[src/hw/rtl/ttf_pkg.sv]
// ----------------------------------------------------------------------------
// Triangle tangent frame package
// Widths, register indexes, operation codes and sequencer states.
// ----------------------------------------------------------------------------
package ttf_pkg;

  localparam int unsigned FracBitsDefault = 16;
  localparam int unsigned CfgWidth = 17;
  localparam int unsigned NormWidth = 18;

  localparam logic [0:0] CfgDetThr = 1'b0;
  localparam logic [0:0] CfgLenThr = 1'b1;

  typedef enum logic [1:0] {
    OP_DIV,
    OP_SQRT
  } op_t;

  typedef enum logic [3:0] {
    ST_IDLE,
    ST_DET,
    ST_NUM,
    ST_DIVU,
    ST_DIVW,
    ST_SQ,
    ST_SQRT,
    ST_SQRTW,
    ST_NRM,
    ST_NRMW,
    ST_CROSS,
    ST_DOT,
    ST_OUT
  } state_t;

  typedef struct packed {
    logic start;
    op_t  op;
  } unit_req_t;

  function automatic logic signed [31:0] sat32(input logic signed [65:0] x);
    if (x > 66'sd2147483647) begin
      return 32'sh7fffffff;
    end else if (x < -66'sd2147483648) begin
      return 32'sh80000000;
    end
    return x[31:0];
  endfunction

endpackage

[src/hw/rtl/ttf_iter_unit.sv]
// ----------------------------------------------------------------------------
// Triangle tangent frame iterative unit
// Shared restoring divider and integer square root, one bit per cycle.
// ----------------------------------------------------------------------------
module ttf_iter_unit
  import ttf_pkg::*;
(
  input  logic               clk,
  input  logic               rst_n,
  input  unit_req_t          req,
  input  logic signed [63:0] num,
  input  logic signed [32:0] den,
  input  logic        [63:0] rad,
  output logic               done,
  output logic signed [63:0] quo
);

  logic        [6:0]  cnt_r, cnt_nxt;
  logic               busy_r, busy_nxt;
  logic               done_r, done_nxt;
  op_t                op_r, op_nxt;
  logic               neg_r, neg_nxt;
  logic        [63:0] q_r, q_nxt;
  logic        [64:0] rem_r, rem_nxt;
  logic        [63:0] a_r, a_nxt;
  logic        [31:0] d_r, d_nxt;
  logic        [64:0] trial;
  logic        [65:0] strial;
  logic        [65:0] srem;

  always_ff @(posedge clk) begin
    if (!rst_n) begin
      busy_r <= 1'b0;
      done_r <= 1'b0;
      cnt_r  <= '0;
    end else begin
      busy_r <= busy_nxt;
      done_r <= done_nxt;
      cnt_r  <= cnt_nxt;
    end
    op_r  <= op_nxt;
    neg_r <= neg_nxt;
    q_r   <= q_nxt;
    rem_r <= rem_nxt;
    a_r   <= a_nxt;
    d_r   <= d_nxt;
  end

  always_comb begin
    busy_nxt = busy_r;
    cnt_nxt  = cnt_r;
    op_nxt   = op_r;
    neg_nxt  = neg_r;
    q_nxt    = q_r;
    rem_nxt  = rem_r;
    a_nxt    = a_r;
    d_nxt    = d_r;
    done_nxt = 1'b0;
    trial    = {rem_r[63:0], a_r[63]} - {33'd0, d_r};
    srem     = {rem_r[63:0], a_r[63:62]};
    strial   = srem - {q_r, 2'b01};
    if (req.start) begin
      busy_nxt = 1'b1;
      cnt_nxt  = '0;
      op_nxt   = req.op;
      q_nxt    = '0;
      rem_nxt  = '0;
      if (req.op == OP_DIV) begin
        neg_nxt = num[63] ^ den[32];
        a_nxt   = num[63] ? 64'(-num) : 64'(num);
        d_nxt   = den[32] ? 32'(-den) : 32'(den);
      end else begin
        neg_nxt = 1'b0;
        a_nxt   = rad;
      end
    end else if (busy_r) begin
      if (op_r == OP_DIV) begin
        a_nxt = {a_r[62:0], 1'b0};
        if (!trial[64]) begin
          rem_nxt = trial;
          q_nxt   = {q_r[62:0], 1'b1};
        end else begin
          rem_nxt = {rem_r[63:0], a_r[63]};
          q_nxt   = {q_r[62:0], 1'b0};
        end
        if (cnt_r == 7'd63) begin
          busy_nxt = 1'b0;
          done_nxt = 1'b1;
        end
      end else begin
        a_nxt = {a_r[61:0], 2'b00};
        if (!strial[65]) begin
          rem_nxt = strial[64:0];
          q_nxt   = {q_r[62:0], 1'b1};
        end else begin
          rem_nxt = srem[64:0];
          q_nxt   = {q_r[62:0], 1'b0};
        end
        if (cnt_r == 7'd31) begin
          busy_nxt = 1'b0;
          done_nxt = 1'b1;
        end
      end
      cnt_nxt = cnt_r + 7'd1;
    end
  end

  assign done = done_r;
  assign quo  = neg_r ? -$signed(q_r) : $signed(q_r);

endmodule

[config.mk]
export PLATFORM = sky130hd
export DESIGN_NAME = ttf_iter_unit
export DESIGN_NICKNAME = d
export VERILOG_FILES = /design/src/hw/rtl/ttf_pkg.sv /design/src/hw/rtl/ttf_iter_unit.sv
export SDC_FILE = /design/constraint.sdc
export NUM_CORES = 1
export LEC_CHECK = 0
export BUFFER_PORTS_ARGS = -buffer_cell sky130_fd_sc_hd__buf_2
export CAP_MARGIN = 15
export CORE_UTILIZATION = 46
export CTS_BUF_LIST = sky130_fd_sc_hd__clkbuf_8 sky130_fd_sc_hd__clkbuf_16
export CTS_CLUSTER_SIZE = 30
export DETAILED_ROUTE_END_ITERATION = 7
export GPL_TIMING_DRIVEN = 0
export MAX_ROUTING_LAYER = met4
export PLACE_DENSITY_LB_ADDON = 0.25
export SYNTH_ARGS = -nofsm -noshare
export SYNTH_HDL_FRONTEND = slang
export SYNTH_SLANG_ARGS = --single-unit
[constraint.sdc]
create_clock -name clk -period 7.78 [get_ports clk]
set_input_delay 0.778 -clock clk [delete_from_list [all_inputs] [get_ports clk]]
set_output_delay 0.778 -clock clk [all_outputs]
set_load 0.05 [all_outputs]
==> results_dict.tcl <==
set metrics [dict create \
    syn_to_final_growth_pct 13.9 \
    synth_cell_types 84 \
    place_hpwl_um 58600 \
    clock_sinks 236 \
    busiest_layer "met2" \
    final_cells 3496 \
    switchingPower_mw 5.69 \
    first_pass_iters 6 \
    synth_top_family_by_area "compound AO/OA/AOI/OAI gates" \
    reg2reg_depth 17 \
    antenna_found_initial 2 \
    ctsHoldBuffers 0 \
    grt_usage 0.317 \
    synth-xor-area-share 0.114 \
    core-area_um2 44300 \
    max_stage_delay_ps 550 \
    layout_min_cycle_time_ps 5480 \
    dr_total_vias 21000 \
    grt_util_met2 0.505 \
    sw_frac_of_total 0.533 \
    hold_viol 0 \
    synth_ff_type "dfxtp_1" \
    endpoint_kind "register" \
    grt.met1_usage 0.421 \
    ios 231 \
    clock_latency_ps 600 \
    rsz0062_at_grt "no" \
    htree_levels 1 \
    clockBufferDepth 3 \
    overflow 0 \
    p_per_area_nw_per_um2 452 \
    worstSetupPathType "reg2reg" \
    cts_buffers 28 \
    synth-seq-cells 236 \
    yosysMostFrequentCell "nand2_1" \
    nFillCells 4270 \
    cap_viol_max_count 0 \
    period_share 0.704 \
    dieArea_um2 45900 \
    leakage_nw 9.79 \
    wl_um 73000 \
    critPathLaunchType "register" \
    numPortBuffers 229 \
    die_x_um 214 \
    yosysTopAreaCellShare 0.143 \
    place_ws_ps 2110 \
    async_flop_share 0 \
    status "finished clean" \
    setup-violations-final 0 \
    synth_compound_area_frac 0.246 \
    drc_errors 0 \
    layout_setup_ws_ps 2300 \
    drtIter0Drc 1723 \
    design_area_um2 23600 \
    max_clock_freq_mhz 182 \
    synth_adder_area_share 0.0613 \
    via_per_inst 6.01 \
    drv_slew 0 \
    finClkSkew_ps 35.5 \
    synth-simple-area-share 0.190 \
    power_mw 10.7 \
    cts.clk_slew.worst_paths_ps 60 \
    initial_core_util 0.468 \
    crit_fanout 10 \
    peakVddDrop_v 0.000257 \
    yosysWarnings 0 \
    root_buffer "clkbuf_16" \
    netlist_area_um2 20700 \
    layout.nets 3148 \
    ant_nets 0 \
    grt_pass1_wl_um 113000 \
    synth_cells 2620 \
    die_h_um 214 \
    postCtsResizedCells 0 \
    dp.cells 3442 \
    cts_setup_buffers 0 \
    yosys-top-cells-count "nand2_1 (269), nor2_1 (225), o21ai_0 (189), xnor2_1 (172), a21oi_1 (151)" \
    wl_per_cell_um 20.9 \
    critical_path.most_common_cell "clkbuf_1" \
    place.gp.congestion 1.00 \
    grt_pass1_vias 20200 \
    critPathRequiredTime_ps 8200 \
    worst_pin_slew_ps 1050 \
    synth_nets 2887 \
    synthTopCellsByArea "edfxtp_1 (14%), dfxtp_1 (13%), xnor2_1 (7.3%), ha_1 (6.0%), mux2i_1 (5.7%)" \
    muxShareOfSynthArea 0.0580 \
    dpl_cell_area_um2 22600 \
    avgSynthCellArea_um2 7.92 \
    pwr-share-seq 0.168 \
    cp.arrival_ps 5900 \
    grt_max_degree 42 \
    p_int_mw 4.99 \
    cts_tree "done" \
    path_cells "clkbuf_1, inv_1, ha_1, clkbuf_1, a21oi_1, o21ai_0, a22oi_1, o21ai_0, nor4bb_1, nor2_1, a211oi_1, buf_2, clkbuf_1, clkbuf_1, nor2_1, a211oi_1, o32ai_1" \
    cp_slowest_cell "clkbuf_1" \
    layout-drive-gt1-share 0.110 \
    worstHoldPathCells 1 \
    synth_edf_count 99 \
    tns_ps 0 \
    max-slew-margin-rel 0.302 \
    hold_class "in2reg" \
    seq_area_frac_synth 0.276 \
    grt_use_met3 0.0323 \
    p_clk_frac 0.130 \
    synth_area_leader_cell "edfxtp_1" \
    comb_power_share 0.702 \
    fp-row-count 77 \
]
placed cells by master (no fill, tap or decap), types with 22 or more instances in the layout:
master / n
nand2b_1: 23
buf_2: 232
edfxtp_1: 99
nor2_1: 225
or3_1: 39
nand4_1: 41
mux2i_1: 119
xor2_1: 99
o31ai_1: 56
dfxtp_1: 137
clkbuf_16: 29
a21o_1: 44
nand2_1: 269
a211oi_1: 32
inv_1: 131
nand3_1: 41
nor4_1: 30
nor3_1: 39
o21ai_1: 22
and2_1: 24
o21ai_0: 189
a21oi_1: 151
clkbuf_1: 143
o211ai_1: 91
xnor2_1: 172
ha_1: 100
critical path, delay by kind of cell, from the launching register on:
family | cells | cell delay, ps
flops | 1 | 300
compound gates | 7 | 1800
buf+inv | 6 | 2030
simple gates | 3 | 890
fa+ha+maj | 1 | 300
metal layers:
metal	wire length, um	up-vias	share of wire
li1	-	10100	-
met2	33000	870	0.45
met1	32700	9891	0.45
met5	0	-	0
met4	2090	0	0.029
met3	5160	134	0.071
state kept, by name (all words and copies together), names as in the netlist:
name and cells:
q_r 64, op_r 2, cnt_r 7, busy_r 1, done 1, a_r 64, neg_r 1, d_r 32
rem_r 64
worst paths after layout:
path / startpoint / end / slack (ps)
hold / removal: req[1] / op_r[1] / 410
setup reg to reg: q_r[20] / rem_r[11] / 2300
hold reg to reg: cnt_r[6] / cnt_r[6] / 500
setup / recovery: q_r[20] / rem_r[11] / 2300
area by class of cell:
| class | instances | area, um2 | share of cell area |
|---|---|---|---|
| repair buffers | 231 | 1170 | 0.0496 |
| clock buffers | 38 | 850 | 0.0360 |
| multi-input cells | 2087 | 13900 | 0.588 |
| plain buffers | 168 | 653 | 0.0276 |
| well taps | 592 | 741 | 0.0313 |
| clock inverters | 13 | 123 | 0.00519 |
| flip-flops and latches | 236 | 5720 | 0.242 |
| diodes | 2 | 5.00 | 0.000212 |
| inverters | 129 | 484 | 0.0205 |
cells by family (layout without fill, tap and decap cells):
logic type               Yosys count  after routing
adder cells (fa/ha/maj)          101            101
XOR/XNOR                         271            271
AO/OA/AOI/OAI                    775            775
multiplexers                     120            120
flip-flops                       236            236
AND/OR/NAND/NOR                  820            820
other                              0              2
buffers and inverters            297            579
stage by stage:
stage | util | hold WS (ps)
floorplan | - | 454
CTS | 0.533 | 386
detailed placement | 0.511 | 491
global placement | 0.511 | 463
finish | 0.533 | 407
global route | 0.533 | 401
power by group through the flow:
stage,sequential (mW),clock (mW),combinational [mW]
finish,1.79,1.38,7.50
CTS,1.77,1.40,7.32
floorplan,1.65,0,5.35
global placement,1.80,0,7.27
detailed placement,1.80,0,7.26
global route,1.80,1.44,8.13
No activity file was read; power rests on OpenSTA's default activity.
